### src/rtl/core/adpcm_pkg.sv
// ----------------------------------------------------------------------------
// adpcm_pkg
// Shared types, register codes and constants of the ADPCM decoder.
// ----------------------------------------------------------------------------
package adpcm_pkg;

  localparam int ADDR_BITS    = 27;
  localparam int NUM_COEFS    = 16;
  localparam int CFG_IDX_BITS = 4;
  localparam int CFG_DATA_BITS = 64;
  localparam int Q_DEPTH      = 4;
  localparam int Q_PTR_BITS   = $clog2(Q_DEPTH);

  // configuration register indexes
  localparam logic [CFG_IDX_BITS-1:0] CFG_COEFS_0_TO_3   = 4'd0;
  localparam logic [CFG_IDX_BITS-1:0] CFG_COEFS_4_TO_7   = 4'd1;
  localparam logic [CFG_IDX_BITS-1:0] CFG_COEFS_8_TO_11  = 4'd2;
  localparam logic [CFG_IDX_BITS-1:0] CFG_COEFS_12_TO_15 = 4'd3;
  localparam logic [CFG_IDX_BITS-1:0] CFG_START_NIBBLE   = 4'd4;
  localparam logic [CFG_IDX_BITS-1:0] CFG_STOP_NIBBLE    = 4'd5;
  localparam logic [CFG_IDX_BITS-1:0] CFG_INIT_PS        = 4'd6;
  localparam logic [CFG_IDX_BITS-1:0] CFG_INIT_HIST      = 4'd7;

  localparam logic [ADDR_BITS-1:0] NIBBLE_RESET = ADDR_BITS'(2);

  // rounding bias and saturation codes of the output stage
  localparam logic signed [39:0] ROUND_BIAS = 40'sd32768;
  localparam logic [15:0]        SAT_POS    = 16'h7fff;
  localparam logic [15:0]        SAT_NEG    = 16'h8000;
  localparam logic [4:0]         SCALE_BASE = 5'd11;  // 2048 = 2^11

  typedef struct packed {
    logic [NUM_COEFS-1:0][15:0] coefs;
    logic [ADDR_BITS-1:0]       start_nibble;
    logic [ADDR_BITS-1:0]       stop_nibble;
    logic [6:0]                 init_ps;
    logic [31:0]                init_hist;
  } cfg_t;

  // one unit of back-end work
  typedef struct packed {
    logic        is_err;
    logic        last;
    logic        load;   // load histories from hist before this sample
    logic [3:0]  nib;
    logic [6:0]  ps;
    logic [31:0] hist;
  } op_t;

  typedef struct packed {
    logic valid;
    op_t  op;
  } op_chan_t;

endpackage

### src/rtl/core/adpcm_if.sv
// ----------------------------------------------------------------------------
// adpcm_if
// Handshake channels of the ADPCM decoder: bytes in, samples out, config.
// ----------------------------------------------------------------------------
interface adpcm_in_if;
  logic       valid;
  logic       ready;
  logic [7:0] data_byte;
  logic       first;

  modport source (output valid, data_byte, first, input ready);
  modport sink   (input valid, data_byte, first, output ready);
endinterface

interface adpcm_out_if;
  logic               valid;
  logic               ready;
  logic signed [15:0] sample;
  logic               last;
  logic               error;

  modport source (output valid, sample, last, error, input ready);
  modport sink   (input valid, sample, last, error, output ready);
endinterface

interface adpcm_cfg_if;
  import adpcm_pkg::*;
  logic                     valid;
  logic                     ready;
  logic [CFG_IDX_BITS-1:0]  index;
  logic [CFG_DATA_BITS-1:0] data;

  modport source (output valid, index, data, input ready);
  modport sink   (input valid, index, data, output ready);
endinterface

### src/rtl/core/adpcm_front.sv
// ----------------------------------------------------------------------------
// adpcm_front
// Byte intake: tracks the nibble address and frame header, and turns each
// byte into zero, one or two decode operations for the back end.
// ----------------------------------------------------------------------------
module adpcm_front (
  input  logic               clk_i,
  input  logic               rst_ni,
  input  adpcm_pkg::cfg_t    cfg_i,
  input  logic               in_valid_i,
  output logic               in_ready_o,
  input  logic [7:0]         data_byte_i,
  input  logic               first_i,
  output adpcm_pkg::op_chan_t push_o,
  input  logic               q_ready_i
);
  import adpcm_pkg::*;

  logic [ADDR_BITS-1:0] addr_q, addr_d;
  logic [6:0]           ps_q, ps_d;
  logic                 active_q, active_d;
  logic                 load_pend_q, load_pend_d;
  logic [31:0]          snap_q, snap_d;
  op_t                  pend0_q, pend1_q, op0, op1;
  logic [1:0]           cnt_q, nops;

  logic [ADDR_BITS-1:0] a, a1, a2;
  logic [6:0]           ps;
  logic                 act, lp, pushed, accept;
  logic [31:0]          snap;

  function automatic op_t mk_sample(logic [3:0] nib, logic last, logic load,
                                    logic [6:0] ps_v, logic [31:0] hist);
    op_t o;
    o.is_err = 1'b0;
    o.last   = last;
    o.load   = load;
    o.nib    = nib;
    o.ps     = ps_v;
    o.hist   = hist;
    return o;
  endfunction

  assign push_o.valid = (cnt_q != 2'd0);
  assign push_o.op    = pend0_q;
  assign pushed       = push_o.valid && q_ready_i;
  assign in_ready_o   = (cnt_q == 2'd0) || ((cnt_q == 2'd1) && pushed);
  assign accept       = in_valid_i && in_ready_o;

  always_comb begin
    a    = first_i ? cfg_i.start_nibble : addr_q;
    ps   = first_i ? cfg_i.init_ps : ps_q;
    act  = first_i || active_q;
    lp   = first_i || load_pend_q;
    snap = first_i ? cfg_i.init_hist : snap_q;
    a1   = a + ADDR_BITS'(1);
    a2   = a + ADDR_BITS'(2);

    addr_d      = a;
    ps_d        = ps;
    active_d    = act;
    load_pend_d = lp;
    snap_d      = snap;
    nops        = 2'd0;
    op0         = '0;
    op1         = '0;

    if (!act) begin
      active_d = 1'b0;
    end else if (a > cfg_i.stop_nibble) begin
      active_d = 1'b0;
    end else if (a[3:0] == 4'd0) begin
      // frame header
      if (data_byte_i[7]) begin
        op0.is_err = 1'b1;
        nops       = 2'd1;
        active_d   = 1'b0;
      end else begin
        ps_d   = data_byte_i[6:0];
        addr_d = a2;
        if (a2 > cfg_i.stop_nibble) active_d = 1'b0;
      end
    end else if (a[0]) begin
      // odd address: low nibble only
      op0         = mk_sample(data_byte_i[3:0], a == cfg_i.stop_nibble, lp, ps, snap);
      nops        = 2'd1;
      load_pend_d = 1'b0;
      addr_d      = a1;
      if ((a == cfg_i.stop_nibble) || (a1 > cfg_i.stop_nibble)) active_d = 1'b0;
    end else begin
      op0         = mk_sample(data_byte_i[7:4], a == cfg_i.stop_nibble, lp, ps, snap);
      nops        = 2'd1;
      load_pend_d = 1'b0;
      addr_d      = a1;
      if ((a == cfg_i.stop_nibble) || (a1 > cfg_i.stop_nibble)) begin
        active_d = 1'b0;
      end else begin
        op1    = mk_sample(data_byte_i[3:0], a1 == cfg_i.stop_nibble, 1'b0, ps, snap);
        nops   = 2'd2;
        addr_d = a2;
        if ((a1 == cfg_i.stop_nibble) || (a2 > cfg_i.stop_nibble)) active_d = 1'b0;
      end
    end
  end

  always_ff @(posedge clk_i or negedge rst_ni) begin
    if (!rst_ni) begin
      addr_q      <= '0;
      ps_q        <= '0;
      active_q    <= 1'b0;
      load_pend_q <= 1'b0;
      snap_q      <= '0;
      cnt_q       <= 2'd0;
    end else begin
      if (accept) begin
        addr_q      <= addr_d;
        ps_q        <= ps_d;
        active_q    <= active_d;
        load_pend_q <= load_pend_d;
        snap_q      <= snap_d;
        cnt_q       <= nops;
      end else if (pushed) begin
        cnt_q <= cnt_q - 2'd1;
      end
    end
  end

  always_ff @(posedge clk_i) begin
    if (accept) begin
      pend0_q <= op0;
      pend1_q <= op1;
    end else if (pushed) begin
      pend0_q <= pend1_q;
    end
  end

  assert property (@(posedge clk_i) disable iff (!rst_ni)
    (cnt_q != 2'd3) && (!accept || (cnt_q == 2'd0) || pushed))
    else $error("front: pending ops overrun");

endmodule

### src/rtl/core/adpcm_queue.sv
// ----------------------------------------------------------------------------
// adpcm_queue
// Short op queue between front and back end.
// ----------------------------------------------------------------------------
module adpcm_queue (
  input  logic                clk_i,
  input  logic                rst_ni,
  input  adpcm_pkg::op_chan_t push_i,
  output logic                push_ready_o,
  output adpcm_pkg::op_chan_t head_o,
  input  logic                pop_i
);
  import adpcm_pkg::*;

  op_t                 mem_q [Q_DEPTH];
  logic [Q_PTR_BITS-1:0] wr_ptr_q, rd_ptr_q;
  logic [Q_PTR_BITS:0]   count_q;
  logic                  do_push, do_pop;

  assign push_ready_o = (count_q != (Q_PTR_BITS+1)'(Q_DEPTH));
  assign head_o.valid = (count_q != '0);
  assign head_o.op    = mem_q[rd_ptr_q];
  assign do_push      = push_i.valid && push_ready_o;
  assign do_pop       = pop_i && head_o.valid;

  always_ff @(posedge clk_i) begin
    if (do_push) mem_q[wr_ptr_q] <= push_i.op;
  end

  always_ff @(posedge clk_i or negedge rst_ni) begin
    if (!rst_ni) begin
      wr_ptr_q <= '0;
      rd_ptr_q <= '0;
      count_q  <= '0;
    end else begin
      if (do_push) wr_ptr_q <= wr_ptr_q + Q_PTR_BITS'(1);
      if (do_pop)  rd_ptr_q <= rd_ptr_q + Q_PTR_BITS'(1);
      if (do_push && !do_pop)      count_q <= count_q + (Q_PTR_BITS+1)'(1);
      else if (do_pop && !do_push) count_q <= count_q - (Q_PTR_BITS+1)'(1);
    end
  end

  assert property (@(posedge clk_i) disable iff (!rst_ni)
    (count_q <= (Q_PTR_BITS+1)'(Q_DEPTH)) &&
    ((count_q - (Q_PTR_BITS+1)'(wr_ptr_q - rd_ptr_q)) % (Q_DEPTH) == 0))
    else $error("queue: count and pointers disagree");

endmodule

### src/rtl/core/adpcm_back.sv
// ----------------------------------------------------------------------------
// adpcm_back
// Sample arithmetic: predictor multiply stage, accumulate/round/saturate
// stage, sample histories and the result register.
// ----------------------------------------------------------------------------
module adpcm_back (
  input  logic                clk_i,
  input  logic                rst_ni,
  input  adpcm_pkg::cfg_t     cfg_i,
  input  adpcm_pkg::op_chan_t head_i,
  output logic                pop_o,
  output logic                out_valid_o,
  input  logic                out_ready_i,
  output logic signed [15:0]  sample_o,
  output logic                last_o,
  output logic                error_o
);
  import adpcm_pkg::*;

  logic signed [15:0] h1_q, h2_q, h1e, h2e, c1, c2;
  logic signed [31:0] p1_d, p2_d, p1_q, p2_q;
  logic signed [3:0]  nib_s;
  logic signed [30:0] nib_w, t_d, t_q;
  logic [4:0]         shamt;
  logic [2:0]         pred;
  logic               s1_vld_q, s1_err_q, s1_last_q;
  logic signed [33:0] acc;
  logic signed [39:0] acc_w, r;
  logic [15:0]        smp;
  logic               drain;
  logic               out_vld_q, out_last_q, out_err_q;
  logic [15:0]        out_smp_q;

  assign pop_o = head_i.valid && !s1_vld_q;
  assign drain = s1_vld_q && (!out_vld_q || out_ready_i);

  // stage 1: predictor products and scaled nibble
  always_comb begin
    h1e   = head_i.op.load ? head_i.op.hist[31:16] : h1_q;
    h2e   = head_i.op.load ? head_i.op.hist[15:0]  : h2_q;
    pred  = head_i.op.ps[6:4];
    c1    = cfg_i.coefs[{pred, 1'b0}];
    c2    = cfg_i.coefs[{pred, 1'b1}];
    p1_d  = c1 * h1e;
    p2_d  = c2 * h2e;
    nib_s = head_i.op.nib;
    nib_w = 31'(nib_s);
    shamt = {1'b0, head_i.op.ps[3:0]} + SCALE_BASE;
    t_d   = nib_w <<< shamt;
  end

  // stage 2: sum, x32 with rounding bias, saturate to 32 bits, keep high half
  always_comb begin
    acc   = 34'(p1_q) + 34'(p2_q) + 34'(t_q);
    acc_w = 40'(acc);
    r     = (acc_w <<< 5) + ROUND_BIAS;
    if (r[39:31] == {9{r[39]}}) smp = r[31:16];
    else if (r[39])             smp = SAT_NEG;
    else                        smp = SAT_POS;
  end

  always_ff @(posedge clk_i) begin
    if (pop_o) begin
      p1_q      <= p1_d;
      p2_q      <= p2_d;
      t_q       <= t_d;
      s1_err_q  <= head_i.op.is_err;
      s1_last_q <= head_i.op.last;
    end
    if (drain) begin
      out_smp_q  <= s1_err_q ? 16'h0000 : smp;
      out_last_q <= s1_last_q && !s1_err_q;
      out_err_q  <= s1_err_q;
    end
  end

  always_ff @(posedge clk_i or negedge rst_ni) begin
    if (!rst_ni) begin
      s1_vld_q  <= 1'b0;
      out_vld_q <= 1'b0;
      h1_q      <= '0;
      h2_q      <= '0;
    end else begin
      if (pop_o)      s1_vld_q <= 1'b1;
      else if (drain) s1_vld_q <= 1'b0;

      if (drain)            out_vld_q <= 1'b1;
      else if (out_ready_i) out_vld_q <= 1'b0;

      if (pop_o && head_i.op.load && !head_i.op.is_err) begin
        h1_q <= head_i.op.hist[31:16];
        h2_q <= head_i.op.hist[15:0];
      end else if (drain && !s1_err_q) begin
        h2_q <= h1_q;
        h1_q <= smp;
      end
    end
  end

  assign out_valid_o = out_vld_q;
  assign sample_o    = out_smp_q;
  assign last_o      = out_last_q;
  assign error_o     = out_err_q;

  assert property (@(posedge clk_i) disable iff (!rst_ni)
    (drain && !s1_err_q) |=> (h1_q == out_smp_q) && !out_err_q)
    else $error("back: history does not follow delivered sample");

  assert property (@(posedge clk_i) disable iff (!rst_ni)
    (out_vld_q && out_err_q) |-> (out_smp_q == 16'h0000) && !out_last_q)
    else $error("back: error result carries sample or last");

endmodule

### src/rtl/core/dsp_adpcm_decoder.sv
// ----------------------------------------------------------------------------
// dsp_adpcm_decoder
// Streaming 4-bit DSP ADPCM decoder: payload bytes in, 16-bit PCM out.
// ----------------------------------------------------------------------------
// Usage: program the coefficient, address, predictor/scale and history
// registers, then send payload bytes in address order with first=1 on the
// byte holding start_nibble. Each byte yields zero, one or two samples; the
// sample at the stop address carries last, and a header with bit 7 set yields
// one transaction with error=1 and ends the run. The history recurrence runs
// through a multiply stage and an accumulate/saturate stage, and the back
// end takes no new sample until the last one has passed both. A four-entry
// op queue parts byte intake from the arithmetic and a result register
// parts it from the output, so bytes keep flowing while a sample waits. The
// config port is always ready; write it only between runs or while no
// transaction is pending.
// ----------------------------------------------------------------------------
module dsp_adpcm_decoder (
  input logic         clk_i,
  input logic         rst_ni,
  adpcm_in_if.sink    byte_i,
  adpcm_cfg_if.sink   cfg_i,
  adpcm_out_if.source sample_o
);
  import adpcm_pkg::*;

  cfg_t     cfg_q;
  op_chan_t push, head;
  logic     push_ready, pop;

  // configuration registers, write-only, always accepted
  assign cfg_i.ready = 1'b1;

  always_ff @(posedge clk_i or negedge rst_ni) begin
    if (!rst_ni) begin
      cfg_q.coefs        <= '0;
      cfg_q.start_nibble <= NIBBLE_RESET;
      cfg_q.stop_nibble  <= NIBBLE_RESET;
      cfg_q.init_ps      <= '0;
      cfg_q.init_hist    <= '0;
    end else if (cfg_i.valid) begin
      unique case (cfg_i.index)
        CFG_COEFS_0_TO_3:   cfg_q.coefs[3:0]   <= cfg_i.data;
        CFG_COEFS_4_TO_7:   cfg_q.coefs[7:4]   <= cfg_i.data;
        CFG_COEFS_8_TO_11:  cfg_q.coefs[11:8]  <= cfg_i.data;
        CFG_COEFS_12_TO_15: cfg_q.coefs[15:12] <= cfg_i.data;
        CFG_START_NIBBLE:   cfg_q.start_nibble <= cfg_i.data[ADDR_BITS-1:0];
        CFG_STOP_NIBBLE:    cfg_q.stop_nibble  <= cfg_i.data[ADDR_BITS-1:0];
        CFG_INIT_PS:        cfg_q.init_ps      <= cfg_i.data[6:0];
        CFG_INIT_HIST:      cfg_q.init_hist    <= cfg_i.data[31:0];
        default: ;  // unmapped index, ignored
      endcase
    end
  end

  // front: address/header tracking, byte -> ops
  adpcm_front u_front (
    .clk_i       (clk_i),
    .rst_ni      (rst_ni),
    .cfg_i       (cfg_q),
    .in_valid_i  (byte_i.valid),
    .in_ready_o  (byte_i.ready),
    .data_byte_i (byte_i.data_byte),
    .first_i     (byte_i.first),
    .push_o      (push),
    .q_ready_i   (push_ready)
  );

  adpcm_queue u_queue (
    .clk_i        (clk_i),
    .rst_ni       (rst_ni),
    .push_i       (push),
    .push_ready_o (push_ready),
    .head_o       (head),
    .pop_i        (pop)
  );

  // back: two-stage sample arithmetic and result register
  adpcm_back u_back (
    .clk_i       (clk_i),
    .rst_ni      (rst_ni),
    .cfg_i       (cfg_q),
    .head_i      (head),
    .pop_o       (pop),
    .out_valid_o (sample_o.valid),
    .out_ready_i (sample_o.ready),
    .sample_o    (sample_o.sample),
    .last_o      (sample_o.last),
    .error_o     (sample_o.error)
  );

endmodule
### src/flat_wrapper.sv
// flat-port wrapper written by rule: the top's interface ports become plain ports
module dsp_adpcm_decoder_flat import adpcm_pkg::*;
  (clk_i, rst_ni, byte_i_valid, byte_i_data_byte, byte_i_first, byte_i_ready, cfg_i_valid, cfg_i_index, cfg_i_data, cfg_i_ready, sample_o_valid, sample_o_sample, sample_o_last, sample_o_error, sample_o_ready);
  adpcm_in_if byte_i_i ();
  adpcm_cfg_if cfg_i_i ();
  adpcm_out_if sample_o_i ();
  input logic clk_i;
  input logic rst_ni;
  input wire logic [$bits(byte_i_i.valid)-1:0] byte_i_valid;
  input wire logic [$bits(byte_i_i.data_byte)-1:0] byte_i_data_byte;
  input wire logic [$bits(byte_i_i.first)-1:0] byte_i_first;
  output wire logic [$bits(byte_i_i.ready)-1:0] byte_i_ready;
  input wire logic [$bits(cfg_i_i.valid)-1:0] cfg_i_valid;
  input wire logic [$bits(cfg_i_i.index)-1:0] cfg_i_index;
  input wire logic [$bits(cfg_i_i.data)-1:0] cfg_i_data;
  output wire logic [$bits(cfg_i_i.ready)-1:0] cfg_i_ready;
  output wire logic [$bits(sample_o_i.valid)-1:0] sample_o_valid;
  output wire logic [$bits(sample_o_i.sample)-1:0] sample_o_sample;
  output wire logic [$bits(sample_o_i.last)-1:0] sample_o_last;
  output wire logic [$bits(sample_o_i.error)-1:0] sample_o_error;
  input wire logic [$bits(sample_o_i.ready)-1:0] sample_o_ready;
  assign byte_i_i.valid = byte_i_valid;
  assign byte_i_i.data_byte = byte_i_data_byte;
  assign byte_i_i.first = byte_i_first;
  assign byte_i_ready = byte_i_i.ready;
  assign cfg_i_i.valid = cfg_i_valid;
  assign cfg_i_i.index = cfg_i_index;
  assign cfg_i_i.data = cfg_i_data;
  assign cfg_i_ready = cfg_i_i.ready;
  assign sample_o_valid = sample_o_i.valid;
  assign sample_o_sample = sample_o_i.sample;
  assign sample_o_last = sample_o_i.last;
  assign sample_o_error = sample_o_i.error;
  assign sample_o_i.ready = sample_o_ready;
  dsp_adpcm_decoder u_core (.clk_i(clk_i), .rst_ni(rst_ni), .byte_i(byte_i_i), .cfg_i(cfg_i_i), .sample_o(sample_o_i));
endmodule
### config.mk
export PLATFORM = sky130hd
export DESIGN_NAME = dsp_adpcm_decoder_flat
export DESIGN_NICKNAME = d
export VERILOG_FILES = /design/src/rtl/core/adpcm_pkg.sv /design/src/rtl/core/adpcm_if.sv /design/src/rtl/core/adpcm_front.sv /design/src/rtl/core/adpcm_queue.sv /design/src/rtl/core/adpcm_back.sv /design/src/rtl/core/dsp_adpcm_decoder.sv /design/src/flat_wrapper.sv
export SDC_FILE = /design/constraint.sdc
export NUM_CORES = 2
export LEC_CHECK = 0
export BUFFER_PORTS_ARGS = -buffer_cell sky130_fd_sc_hd__buf_2
export CAP_MARGIN = 20
export CORE_MARGIN = 4
export CORE_UTILIZATION = 60
export DETAILED_ROUTE_END_ITERATION = 12
export PLACE_DENSITY = 0.77
export RECOVER_POWER = 50
export SYNTH_ARGS = -nofsm -noshare
export SYNTH_HDL_FRONTEND = slang
export SYNTH_HIERARCHICAL = 1
export SYNTH_SLANG_ARGS = --single-unit
export TNS_END_PERCENT = 20
### constraint.sdc
create_clock -name clk_i -period 19.3 [get_ports clk_i]
set_input_delay 0.965 -clock clk_i [delete_from_list [all_inputs] [get_ports clk_i]]
set_output_delay 0.965 -clock clk_i [all_outputs]
set_load 0.02 [all_outputs]
# Yosys cells after proc, flatten, opt, wreduce, memory -nomap -nowiden
# Memory sizes are Yosys's and may differ from the RTL's.
# Cells that the tools add are included.
# op_classes
n_reduce_logical	44
n_bitwise	1
n_addsub	11
muxes	61
magnitude_cmp	5
shifts	1
n_eq_ne	12
n_mul	2
# ops
op	n
2-to-1 mux 27 bit	7
2-to-1 mux 46 bit	4
2-to-1 mux 16 bit	10
binary-select mux 16 bit (select 3 bit)	2
> comparator 27 bit	3
multiplier 16 x 16 -> 32 bit	2
equality test 27 bit	2
2-to-1 mux 45 bit	1
2-to-1 mux 43 bit	1
adder 39 x 17 -> 40 bit, second input constant	1
2-to-1 mux 7 bit	5
adder 33 x 31 -> 34 bit	1
adder 32 x 32 -> 33 bit	1
2-to-1 mux 32 bit	1
<<< shifter 4 x 5 -> 31 bit	1
adder 27 x 1 -> 27 bit, second input constant	1
adder 27 x 2 -> 27 bit, second input constant	1
2-to-1 mux 1 bit	21
equality test 4 x 3 -> 1 bit, second input constant	4
AND reduction 2 bit	8
2-to-1 mux 2 bit	7
logical AND 1 bit	12
nonzero test 2 bit	6
< comparator 4 x 5 -> 1 bit, second input constant	2
19 further kinds	33
# totals
register_bits	667
mem_bits_rw	184
output_inout_bits	21
mem_count	1
# memory_table
memory	depth	word_bits	read_ports	rd_ports_with_merged_regs	wr	line	text
u_core.u_queue.mem_q	4	46	1	0	1	adpcm_queue.sv:15	op_t mem_q [Q_DEPTH];

# Depth between registers and ports, before layout
# logic_depth
ltp_word	10
ltp_mapped	34

# Cells and area by module
# The synthesis kept the hierarchy.
# by_module_without_submodules
mod	cells_each	n_inst	area_per_inst_um2	seq_area_each_um2
adpcm_back	3107	1	30361.6	4304.1
dsp_adpcm_decoder	748	1	13157.6	8735.9
adpcm_front	1103	1	10756.6	4454.3
adpcm_queue	275	1	7040.5	5700.5

# Least setup slack after synthesis
# Ideal clock, no wire load.
# synth_timing
path_type	flip-flop to flip-flop
start	reg u_core.u_queue.rd_ptr_q[1]
end	reg u_core.u_back.p1_q[30], data pin
required_time_ns	19.042
path_slack_ns	9.919
n_path_buf	5
stages_incl_launch_ff	32
arrival_time_ns	9.123
path_cell_list	dfrtp_1 -> buf_2 -> buf_2 -> mux4_2 -> clkbuf_1 -> buf_1 -> buf_1 -> mux4_2 -> mux2i_1 -> nor2_1 -> fa_1 -> inv_1 -> fa_1 -> fa_1 -> fa_1 -> inv_1 -> fa_1 -> inv_1 -> fa_1 -> inv_1 -> ha_1 -> and3_1 -> a21oi_1 -> o31ai_1 -> o41a_1 -> a221oi_1 -> o221ai_1 -> a41oi_1 -> a21oi_1 -> a21o_1 -> a21oi_1 -> xnor2_1
# synth_lines
element	line	text
start: declaration	adpcm_queue.sv:16	logic [Q_PTR_BITS-1:0] wr_ptr_q, rd_ptr_q;
start signal: assignment	adpcm_queue.sv:37	if (do_pop) rd_ptr_q <= rd_ptr_q + Q_PTR_BITS'(1);
end signal: assignment	adpcm_back.sv:64	p1_q <= p1_d;
end: declaration	adpcm_back.sv:21	logic signed [31:0] p1_d, p2_d, p1_q, p2_q;

==> metrics <==
Synth area leader=edfxtp_1; ys flop type=dfrtp_1; initial antenna violation count=14; reg-to-reg slack, setup=around 8.2 ns; cell row count=around 120; Hold Path Sink=u_core/u_back/h2_q[4]$_DFFE_PN0P_; postcts setup bufs=0; I/O pin count=103; Critical R2R Capture=u_core/u_back/p2_q[31]$_DFFE_PP_; mapped cell area=about 60000 µm²; CTS tree=built; GRT Residual Overflow=0; Critical Path End Type=register; Synth Warn #=6; HP Class=register to register; CTS Buf Count=between 80 and 90; most common cell in the netlist=inv_1; setup TNS=0 ns; DR vias=a little over 40k; Final Hold Fails=0; #FFs+latches synth=849; r2r startpoint=u_core/u_queue/rd_ptr_q[0]$_DFFE_PN0P_; Worst-Margin Slew=4.56 ns; area delta synth->final=7.91%; CTS Hold Buffers Added=0; Startpoint Class=register; vias per cell=between 6 and 7; Max-slew headroom=-204%; Clock Pin Slew Worst Setup and Hold Paths=approximately 0.060 ns; antenna-violating nets left=0; status=complete, but fails checks; DIE HEIGHT=between 300 and 400 µm; I/O Buffers=between 100 and 150; root buf cell=clkbuf_16; post-DP HPWL=between 100 and 150 mm; Synth Area per Inst=11.7 µm²; Residual DRC=0; register area=23200 µm²; critical-path maximum fanout=32; core box area=roughly 100000 µm²; # resized after CTS=0; Synth top area share=a little under a fifth; area occupied by multi-input gates=around 34000 µm²; Clock Path Buffers=3; Starting Density=~61%; Post-Route WL=between 150 and 200 mm; Post-synth EDFFs=389; DR iter-0 viols=between 3k and 4k; fmax=approximately 90 MHz; H-tree levels=3; worst hold start=u_core/u_back/h2_q[4]$_DFFE_PN0P_; RePlAce Congestion=roughly 0.97; number of fill cells=roughly 7.5k; number of global-route vias before repair=~42k; first-pass GRT wire length=about 250 mm; register area share after synthesis=37.8%; Worst Path Arrival=about 12 ns; Mapped Cells=between 5k and 6k; Die ar.=between 100000 and 150000 µm²; Worst Path Class, Setup=register to register; failing checks=capacitance limit, slew limit; final worst path period need=11.15 ns; setup clock skew after layout=between 0.04 and 0.05 ns; max cap viols=14; routed len/inst=24.3 µm; Area contributors post-synth=edfxtp_1 (19%), dfrtp_1 (19%), fa_1 (18%); synth unique cells=108; Async SR Flop Fraction=between 50% and 60%; Pins Over Slew Limit=about 700; worst hold path depth=2; Die Wd=around 330 µm; RSZ-0062 raised after global routing=false; All-Layer GR Usage=roughly 31%; NumNets Final=6233; fin crit share=between 50% and 60%; required time of the critical path=approximately 20 ns; Initial DRT Pass Iterations=6; worst r2r path cells=24; share of cells above drive strength 1=between 15 and 20%; clock sink count=about 850; worst skew pair latency=between 0.6 and 0.7 ns; largest net degree at the start of global routing=160; synth cell count leaders=inv_1 (716), fa_1 (556), dfrtp_1 (458), nor2_1 (444), mux2_2 (413); Final setup viols=0
logic make-up (layout without fill, tap and decap cells):
group           Yosys count  after routing  synth area share (%)
flops                   849            849                  37.8
other cells               2             10                0.0122
compound gates          592            592                  6.59
mux                     672            672                  14.2
buf+inv                 913           1061                  6.03
simple gates           1195           1195                  8.90
xor+xnor                166            166                  2.38
fa+ha+maj               844            844                  24.0
metrics by stage:
step | std cells | instance area, µm² | hold slack [ns] | util (%) | setup slack [ns]
after floorplan | 5236 | 61300 | 0.424 | - | 9.92
after global routing | 6741 | 66200 | 0.506 | 65.7 | 6.99
after global placement | 6569 | 63100 | 0.456 | 62.7 | 9.38
final | 6746 | 66200 | 0.486 | 65.7 | 8.15
after detailed placement | 6570 | 63200 | 0.461 | 62.7 | 9.01
after CTS | 6738 | 66300 | 0.268 | 65.9 | 9.02
cell type report:
cell class,count,share of cell area [%]
Tap cell,1357,2.57
Sequential cell,849,35.1
Timing Repair Buffer,176,1.54
Clock inverter,46,1.02
Inverter,717,4.07
Clock buffer,122,3.80
Antenna cell,5,0.0189
Multi-Input combinational cell,3474,51.9
layout by cell type, fill, tap and decap left out, drive strengths merged, types with 13 or more instances in the layout:
| cell | synthesis | layout |
|---|---|---|
| xnor2 | 131 | 131 |
| o21ai | 133 | 133 |
| o211ai | 28 | 28 |
| a22oi | 42 | 42 |
| buf | 87 | 145 |
| xor2 | 35 | 35 |
| inv | 717 | 720 |
| edfxtp | 389 | 389 |
| nor4 | 14 | 14 |
| fa | 556 | 556 |
| nor2b | 18 | 18 |
| nor3 | 39 | 39 |
| mux2i | 126 | 126 |
| a21o | 46 | 46 |
| clkinv | 0 | 21 |
| or4 | 16 | 16 |
| ha | 288 | 288 |
| mux2 | 436 | 436 |
| a31oi | 21 | 21 |
| nand3b | 13 | 13 |
| nand2b | 27 | 27 |
| nand4 | 32 | 32 |
| dfrtp | 458 | 458 |
| mux4 | 110 | 110 |
| a311oi | 19 | 19 |
| and4 | 14 | 14 |
| or2 | 30 | 30 |
| nand3 | 65 | 65 |
| bufinv | 0 | 13 |
| nand2 | 403 | 403 |
| and2 | 26 | 26 |
| clkbuf | 109 | 153 |
| and3 | 23 | 23 |
| a21oi | 136 | 136 |
| nor2 | 444 | 444 |
| a211oi | 19 | 19 |
| o21bai | 16 | 16 |
| o31ai | 18 | 18 |
| o21a | 14 | 14 |
worst max path at each step:
stage                     slack [ns]                              startpoint                                to  cells past startpoint
after global placement          9.38  u_core/u_queue/rd_ptr_q[0]$_DFFE_PN0P_  u_core/u_back/p2_q[30]$_DFFE_PP_                     27
after detailed placement        9.01  u_core/u_queue/rd_ptr_q[0]$_DFFE_PN0P_  u_core/u_back/p2_q[30]$_DFFE_PP_                     27
after floorplan                 9.92  u_core/u_queue/rd_ptr_q[1]$_DFFE_PN0P_  u_core/u_back/p1_q[30]$_DFFE_PP_                     31
final                           8.15  u_core/u_queue/rd_ptr_q[0]$_DFFE_PN0P_  u_core/u_back/p2_q[31]$_DFFE_PP_                     24
after global routing            6.99  u_core/u_queue/rd_ptr_q[0]$_DFFE_PN0P_  u_core/u_back/p2_q[30]$_DFFE_PP_                     26
after CTS                       9.02  u_core/u_queue/rd_ptr_q[0]$_DFFE_PN0P_  u_core/u_back/p2_q[30]$_DFFE_PP_                     27
sequential cells by signal, indices dropped and copies added (netlist names), 3 cells and up:
signal / cells
u_core/u_back/p1_q: 32
u_core/u_back/sample_o: 16
u_core/u_front/snap_q: 32
u_core/u_front/push_o: 46
u_core/u_front/pend1_q: 44
u_core/u_back/h2_q: 16
u_core/u_front/ps_q: 7
u_core/u_back/h1_q: 16
u_core/u_queue/count_q: 3
u_core/u_back/p2_q: 32
u_core/cfg_q: 349
u_core/u_front/addr_q: 27
u_core/u_queue/mem_q: 184
u_core/u_back/t_q: 31
worst max-delay path: stages (launching register included):
cell	delay, ns
dfrtp_1	1.06
clkbuf_1	1.91
mux4_2	0.82
mux2i_1	0.88
nor2_1	0.16
fa_1	0.58
inv_1	0.06
fa_1	0.53
inv_1	0.06
fa_1	0.51
inv_1	0.06
fa_1	0.55
fa_1	0.44
fa_1	0.49
inv_1	0.04
ha_1	0.22
or3_1	0.36
a311oi_1	0.29
o31ai_1	0.16
o41ai_1	0.58
o21ai_0	0.25
o41ai_1	0.47
o21bai_1	0.11
a21oi_1	0.20
xnor2_1	0.08
per-layer routing:
metal	global-route usage, %	wire (µm)
met1	43.2	66300
met2	47.9	74900
met3	5.90	14300
met4	13.1	8100
met5	0	40
Power is left out: the tool's default activity adds up to more than one toggle a clock period on the data nets, which glitch-free logic cannot reach.
